[src/rtl/pqse_pkg.sv]
// ----------------------------------------------------------------------------
// pqse_pkg
// Types and codes shared by the priority queue scan/extract block.
// ----------------------------------------------------------------------------
package pqse_pkg;

  localparam int unsigned CAPACITY_DEF = 128;

  localparam logic CMD_INSERT  = 1'b0;
  localparam logic CMD_EXTRACT = 1'b1;

  localparam logic [1:0] ST_INSERTED  = 2'd0;
  localparam logic [1:0] ST_OVERFLOW  = 2'd1;
  localparam logic [1:0] ST_EXTRACTED = 2'd2;
  localparam logic [1:0] ST_EMPTY     = 2'd3;

  typedef struct packed {
    logic       command;
    logic [7:0] item_byte;
    logic [7:0] rank;
  } cmd_t;

  typedef struct packed {
    logic [1:0] status;
    logic [7:0] out_byte;
    logic [7:0] out_rank;
    logic [7:0] held_count;
  } res_t;

  typedef struct packed {
    logic [7:0] item_byte;
    logic [7:0] rank;
  } entry_t;

endpackage

[src/rtl/priority_queue_scan_extract.sv]
// ----------------------------------------------------------------------------
// priority_queue_scan_extract
// Bounded priority queue in one memory; extract scans for the highest rank
// (oldest wins ties) and shifts the later entries down one place.
// Insert, overflow and empty: IDLE, then RESULT, then the output register.
// Extract: time grows with the held entries and falls as the winner sits later,
// set by the single read port used for the scan and then the shift pass.
// One command at a time; results wait in an output register.
// Reset clears the count and handshakes; entry memory is not cleared.
// ----------------------------------------------------------------------------
module priority_queue_scan_extract #(
  parameter int unsigned CAPACITY = pqse_pkg::CAPACITY_DEF
) (
  input  logic            clk,
  input  logic            rst,
  input  logic            cmd_valid,
  output logic            cmd_stall,
  input  pqse_pkg::cmd_t  cmd,
  output logic            res_valid,
  input  logic            res_stall,
  output pqse_pkg::res_t  res
);
  import pqse_pkg::*;

  localparam int unsigned CNT_W = $clog2(CAPACITY + 1);
  localparam int unsigned IDX_W = $clog2(CAPACITY);
  localparam logic [CNT_W-1:0] CAP_C = CNT_W'(CAPACITY);

  typedef enum logic [1:0] {IDLE, SCAN, SHIFT, RESULT} state_t;

  state_t           state;
  logic [CNT_W-1:0] count;
  logic [CNT_W-1:0] idx;
  logic             pend;
  logic [IDX_W-1:0] pend_idx;
  logic [IDX_W-1:0] best_idx;
  logic [7:0]       best_byte;
  logic [7:0]       best_rank;
  res_t             result;

  entry_t           mem [CAPACITY];
  entry_t           rd_data;
  logic             rd_en;
  logic [IDX_W-1:0] rd_addr;
  logic             wr_en;
  logic [IDX_W-1:0] wr_addr;
  entry_t           wr_data;

  logic             cmd_xfer;
  logic             full;
  logic             more;
  logic             take;
  logic [IDX_W-1:0] nb_idx;
  logic [7:0]       nb_byte;
  logic [7:0]       nb_rank;

  function automatic logic [7:0] hc(input logic [CNT_W-1:0] c);
    logic [CNT_W+7:0] w;
    w = {8'd0, c};
    return w[7:0];
  endfunction

  assign cmd_stall = (state != IDLE);
  assign cmd_xfer  = cmd_valid && !cmd_stall;
  assign full      = (count >= CAP_C);
  assign more      = (idx < count);

  // running maximum, strict compare keeps the oldest on ties
  assign take    = pend && ((pend_idx == '0) || (rd_data.rank > best_rank));
  assign nb_idx  = take ? pend_idx : best_idx;
  assign nb_byte = take ? rd_data.item_byte : best_byte;
  assign nb_rank = take ? rd_data.rank : best_rank;

  always_comb begin
    rd_en   = ((state == SCAN) || (state == SHIFT)) && more;
    rd_addr = idx[IDX_W-1:0];
    wr_en   = 1'b0;
    wr_addr = count[IDX_W-1:0];
    wr_data = '{item_byte: cmd.item_byte, rank: cmd.rank};
    if (cmd_xfer && (cmd.command == CMD_INSERT) && !full) begin
      wr_en = 1'b1;
    end else if ((state == SHIFT) && pend) begin
      wr_en   = 1'b1;
      wr_addr = pend_idx - IDX_W'(1);
      wr_data = rd_data;
    end
  end

  always_ff @(posedge clk) begin
    if (wr_en) begin
      mem[wr_addr] <= wr_data;
    end
    if (rd_en) begin
      rd_data <= mem[rd_addr];
    end
  end

  always_ff @(posedge clk) begin
    if (rst) begin
      state     <= IDLE;
      count     <= '0;
      idx       <= '0;
      pend      <= 1'b0;
      res_valid <= 1'b0;
    end else begin
      if (res_valid && !res_stall && (state != RESULT)) begin
        res_valid <= 1'b0;
      end
      unique case (state)
        IDLE: begin
          if (cmd_xfer) begin
            result.out_byte <= '0;
            result.out_rank <= '0;
            if (cmd.command == CMD_INSERT) begin
              state <= RESULT;
              if (full) begin
                result.status     <= ST_OVERFLOW;
                result.held_count <= hc(count);
              end else begin
                count             <= count + CNT_W'(1);
                result.status     <= ST_INSERTED;
                result.held_count <= hc(count + CNT_W'(1));
              end
            end else if (count == '0) begin
              result.status     <= ST_EMPTY;
              result.held_count <= '0;
              state             <= RESULT;
            end else begin
              idx   <= '0;
              pend  <= 1'b0;
              state <= SCAN;
            end
          end
        end
        SCAN: begin
          best_idx  <= nb_idx;
          best_byte <= nb_byte;
          best_rank <= nb_rank;
          pend      <= more;
          pend_idx  <= idx[IDX_W-1:0];
          if (more) begin
            idx <= idx + CNT_W'(1);
          end else if (pend) begin
            result.status   <= ST_EXTRACTED;
            result.out_byte <= nb_byte;
            result.out_rank <= nb_rank;
            idx             <= CNT_W'(nb_idx) + CNT_W'(1);
            state           <= SHIFT;
          end
        end
        SHIFT: begin
          pend     <= more;
          pend_idx <= idx[IDX_W-1:0];
          if (more) begin
            idx <= idx + CNT_W'(1);
          end else if (!pend) begin
            count             <= count - CNT_W'(1);
            result.held_count <= hc(count - CNT_W'(1));
            state             <= RESULT;
          end
        end
        RESULT: begin
          if (!res_valid || !res_stall) begin
            res       <= result;
            res_valid <= 1'b1;
            state     <= IDLE;
          end
        end
        default: state <= IDLE;
      endcase
    end
  end

`ifndef SYNTH
  a_count_bound: assert property (@(posedge clk) disable iff (rst)
    count <= CAP_C)
    else $error("held count above capacity");

  a_insert_grows: assert property (@(posedge clk) disable iff (rst)
    (cmd_xfer && (cmd.command == CMD_INSERT) && !full)
    |=> (count == $past(count) + CNT_W'(1)))
    else $error("insert did not grow the count");

  a_scan_in_range: assert property (@(posedge clk) disable iff (rst)
    ((state == SCAN) && pend) |-> (CNT_W'(pend_idx) < count))
    else $error("scan read beyond held entries");

  a_empty_zero: assert property (@(posedge clk) disable iff (rst)
    (res_valid && (res.status == ST_EMPTY))
    |-> ((res.held_count == 8'd0) && (res.out_byte == 8'd0)))
    else $error("empty result carries data");
`endif

endmodule

[config.mk]
export PLATFORM = sky130hd
export DESIGN_NAME = priority_queue_scan_extract
export DESIGN_NICKNAME = d
export VERILOG_FILES = /design/src/rtl/pqse_pkg.sv /design/src/rtl/priority_queue_scan_extract.sv
export SDC_FILE = /design/constraint.sdc
export NUM_CORES = 2
export LEC_CHECK = 0
export BUFFER_PORTS_ARGS = -buffer_cell sky130_fd_sc_hd__buf_2
export CAP_MARGIN = 20
export CORE_ASPECT_RATIO = 2
export CORE_UTILIZATION = 55
export CTS_BUF_LIST = sky130_fd_sc_hd__clkbuf_8 sky130_fd_sc_hd__clkbuf_16
export DETAILED_ROUTE_END_ITERATION = 10
export PLACE_DENSITY = 0.71
export SYNTH_ARGS = -nofsm -noshare
export SYNTH_HDL_FRONTEND = slang
export SYNTH_SLANG_ARGS = --single-unit
[constraint.sdc]
create_clock -name clk -period 23.3 [get_ports clk]
set_input_delay 2.33 -clock clk [delete_from_list [all_inputs] [get_ports clk]]
set_output_delay 2.33 -clock clk [all_outputs]
set_load 0.1 [all_outputs]
==> flow_metrics.env <==
export IMPL_synth_top_cell_area_share=0.766
export IMPL_async_flop_share=0
export IMPL_critPathMaxFanout=22
export IMPL_synthToLayoutAreaGrowth_pct=10.8
export IMPL_place_congestion=0.948
export IMPL_relSlewSlack=0.182
export IMPL_dieHeight_microns=555
export IMPL_cts_hold_buf=0
export IMPL_p_seq_frac=0.532
export IMPL_grt_usage=0.267
export IMPL_cts_tree="done"
export IMPL_peakVddDrop_uv=59.4
export IMPL_fin_nets=4436
export IMPL_routed_wl_microns=205000
export IMPL_p_int_mw=6.37
export IMPL_clock_sinks=2166
export IMPL_hpwl_microns=126000
export IMPL_clk_latency_ns=0.82
export IMPL_dr_pass1_iters=7
export IMPL_critPathKind="input pin to flip-flop"
export IMPL_ys_types=65
export IMPL_startpoint_type="input pin"
export IMPL_synth_fp_nets=4237
export IMPL_vias=41900
export IMPL_regArea_sq_um=64900
export IMPL_start_util=0.555
export IMPL_avgSynthCellArea_sq_um=20.1
export IMPL_ys_flop_type="edfxtp_1"
export IMPL_clkPwrFrac=0.347
export IMPL_synth_area_top_cells="edfxtp_1, mux4_2, mux2i_1"
export IMPL_clkTransAtPathRegs_ns=0.06
export IMPL_r2r_start="idx[2]"
export IMPL_p_leak_nw=28.3
export IMPL_min_from="result[4]"
export IMPL_drtAntennaViolNets=0
export IMPL_tightest_slew_ns=1.23
export IMPL_p_sw_frac=0.244
export IMPL_p_per_area_nw_per_um2=90.4
export IMPL_maxSlewViolCount=0
export IMPL_pin_count=49
export IMPL_cts_setup_buffers=0
export IMPL_setup_ws_ns=17.53
export IMPL_min_path_type="flip-flop to flip-flop"
export IMPL_endpoint_kind="flip-flop"
export IMPL_grt_pass1_wl_microns=294000
export IMPL_overflow=0
export IMPL_die_area_sq_um=155000
export IMPL_clockBufferDepth=4
export IMPL_post_cts_resized=0
export IMPL_dr_first_iter_drc_count=4713
export IMPL_rr_endpoint="rd_data[1]"
export IMPL_fp_dieW_microns=279
export IMPL_r2r_slack_ns=17.56
export IMPL_tns_ns=0
export IMPL_root_buffer="clkbuf_16"
export IMPL_yosys_warnings=0
export IMPL_rows=202
export IMPL_antenna_found_initial=3
export IMPL_grt_max_degree=143
export IMPL_multi_input_area_sq_um=18400
export IMPL_synth_edf_count=2146
export IMPL_drc=0
export IMPL_synth_seq_area_share=0.771
export IMPL_worstHoldPathCells=0
export IMPL_yosysMostFrequentCell="edfxtp_1"
export IMPL_grt_pass1_vias=42100
export IMPL_pre_cts_ws_ns=16.49
export IMPL_outcome="completed"
export IMPL_worstPathArrival_ns=6.28
export IMPL_pwr_share_comb=0.120
export IMPL_crit_path_start="cmd[16]"
export IMPL_htreeDepth=4
export IMPL_setup_viol=0
export IMPL_syn_inst=4191
export IMPL_synth_commonest_cells="edfxtp_1, mux4_2, mux2i_1"
export IMPL_synth_seq_cells=2166
export IMPL_maxCapViolations=0
export IMPL_cts_buffers=175
export IMPL_p_switching_mw=2.06
export IMPL_synth_top_cell_by_area="edfxtp_1"
export IMPL_core_area_sq_um=152000
export IMPL_rsz0062_at_grt="false"
export IMPL_wl_per_cell_microns=31.7
export IMPL_holdPathEnd="res[4]"
export IMPL_rr_worst_depth=8
export IMPL_syn_area_sq_um=84100
export IMPL_vias_per_cell=6.48
export IMPL_fmax_mhz=173
export IMPL_critPathRequiredTime_ns=23.81
export IMPL_nFillCells=10300
export IMPL_layout_min_cycle_time_ns=5.77
export IMPL_hold_violations=0
export IMPL_layout_drive_gt1_share=0.216
export IMPL_portBuffers=48
export IMPL_clock_skew_ns=0.0521
export IMPL_finalCritPeriodShare=0.247
layout by cell type, fill, tap and decap left out, types with 55 or more instances in the layout:
cell	n
edfxtp_1	2146
mux4_2	400
mux2i_1	275
a22oi_1	209
buf_4	198
nor2_1	183
clkbuf_16	181
nand2_1	141
nand3_1	108
a21oi_1	100
inv_1	55
power groups by stage:
stage	Combinational, mW	Clock (mW)	Sequential, mW
floorplan	0.666	0	4.56
global placement	0.992	0	4.57
detailed placement	1.01	0	4.57
CTS	1.01	2.97	4.48
global route	1.07	3.09	4.49
finish	1.01	2.93	4.49
flip-flops by register name, summed over array words and instances, names as in the netlist:
name / flops
best_byte: 8
best_idx: 7
best_rank: 8
count: 8
idx: 8
mem: 2048
pend: 1
pend_idx: 7
rd_data: 16
res: 26
res_valid: 1
result: 26
state: 2
cells by family (layout without fill, tap and decap cells):
group                    Yosys count  count (layout)  synth area share
AO/OA/AOI/OAI                    439             439            0.0355
XOR/XNOR                          24              24           0.00250
adder cells (fa/ha/maj)           25              25           0.00372
buffers and inverters            261             590            0.0132
flip-flops                      2166            2166             0.771
multiplexers                     696             696             0.143
other                              0               1                 0
AND/OR/NAND/NOR                  580             580            0.0316
final cells by class:
| class | count | share of cell area |
|---|---|---|
| Timing Repair Buffer | 255 | 0.0198 |
| Sequential cell | 2166 | 0.696 |
| Inverter | 28 | 0.00113 |
| Clock inverter | 124 | 0.0111 |
| Antenna cell | 1 | 0.0000268 |
| Clock buffer | 183 | 0.0489 |
| Multi-Input combinational cell | 1764 | 0.198 |
| Tap cell | 1938 | 0.0260 |
metal layers:
| layer | part of all wire | wire (microns) | vias up | GRT usage |
|---|---|---|---|---|
| met1 | 0.34 | 70400 | 21700 | 0.322 |
| met4 | 0.073 | 15100 | 4 | 0.170 |
| met5 | 0.00011 | 22 | - | 0 |
| met2 | 0.51 | 106000 | 2034 | 0.459 |
| met3 | 0.068 | 13900 | 479 | 0.0306 |
| li1 | - | - | 17600 | - |
per-stage QoR:
step           std cells  hold WS [ns]  utilization  total power [mW]  instance area (sq um)
3_5_place_dp        6147         0.405        0.578              5.58                  87600
3_3_place_gp        6139         0.402        0.577              5.56                  87500
5_1_grt             6459         0.429        0.615              8.65                  93200
2_1_floorplan       4191         0.400            -              5.23                  84100
6_report            6459         0.421        0.615              8.43                  93200
4_1_cts             6454         0.421        0.615              8.46                  93200
worst max path at each step:
stage,cells past startpoint,to,slack [ns]
after floorplan,5,mem[0][0],14.25
after global placement,7,mem[106][1],16.56
after detailed placement,7,mem[110][1],16.49
after CTS,7,mem[110][12],17.34
after global routing,8,rd_data[3],17.30
final,8,mem[106][1],17.53
critical path: stages:
cell and delay, ns:
buf_2 0.23, nor2_1 0.11, nand3_1 0.17, nand3_1 0.68, o31ai_1 1.04, nand2_1 0.74
nor2_1 0.66, buf_4 0.32
Power figures use the tool's default switching activity.
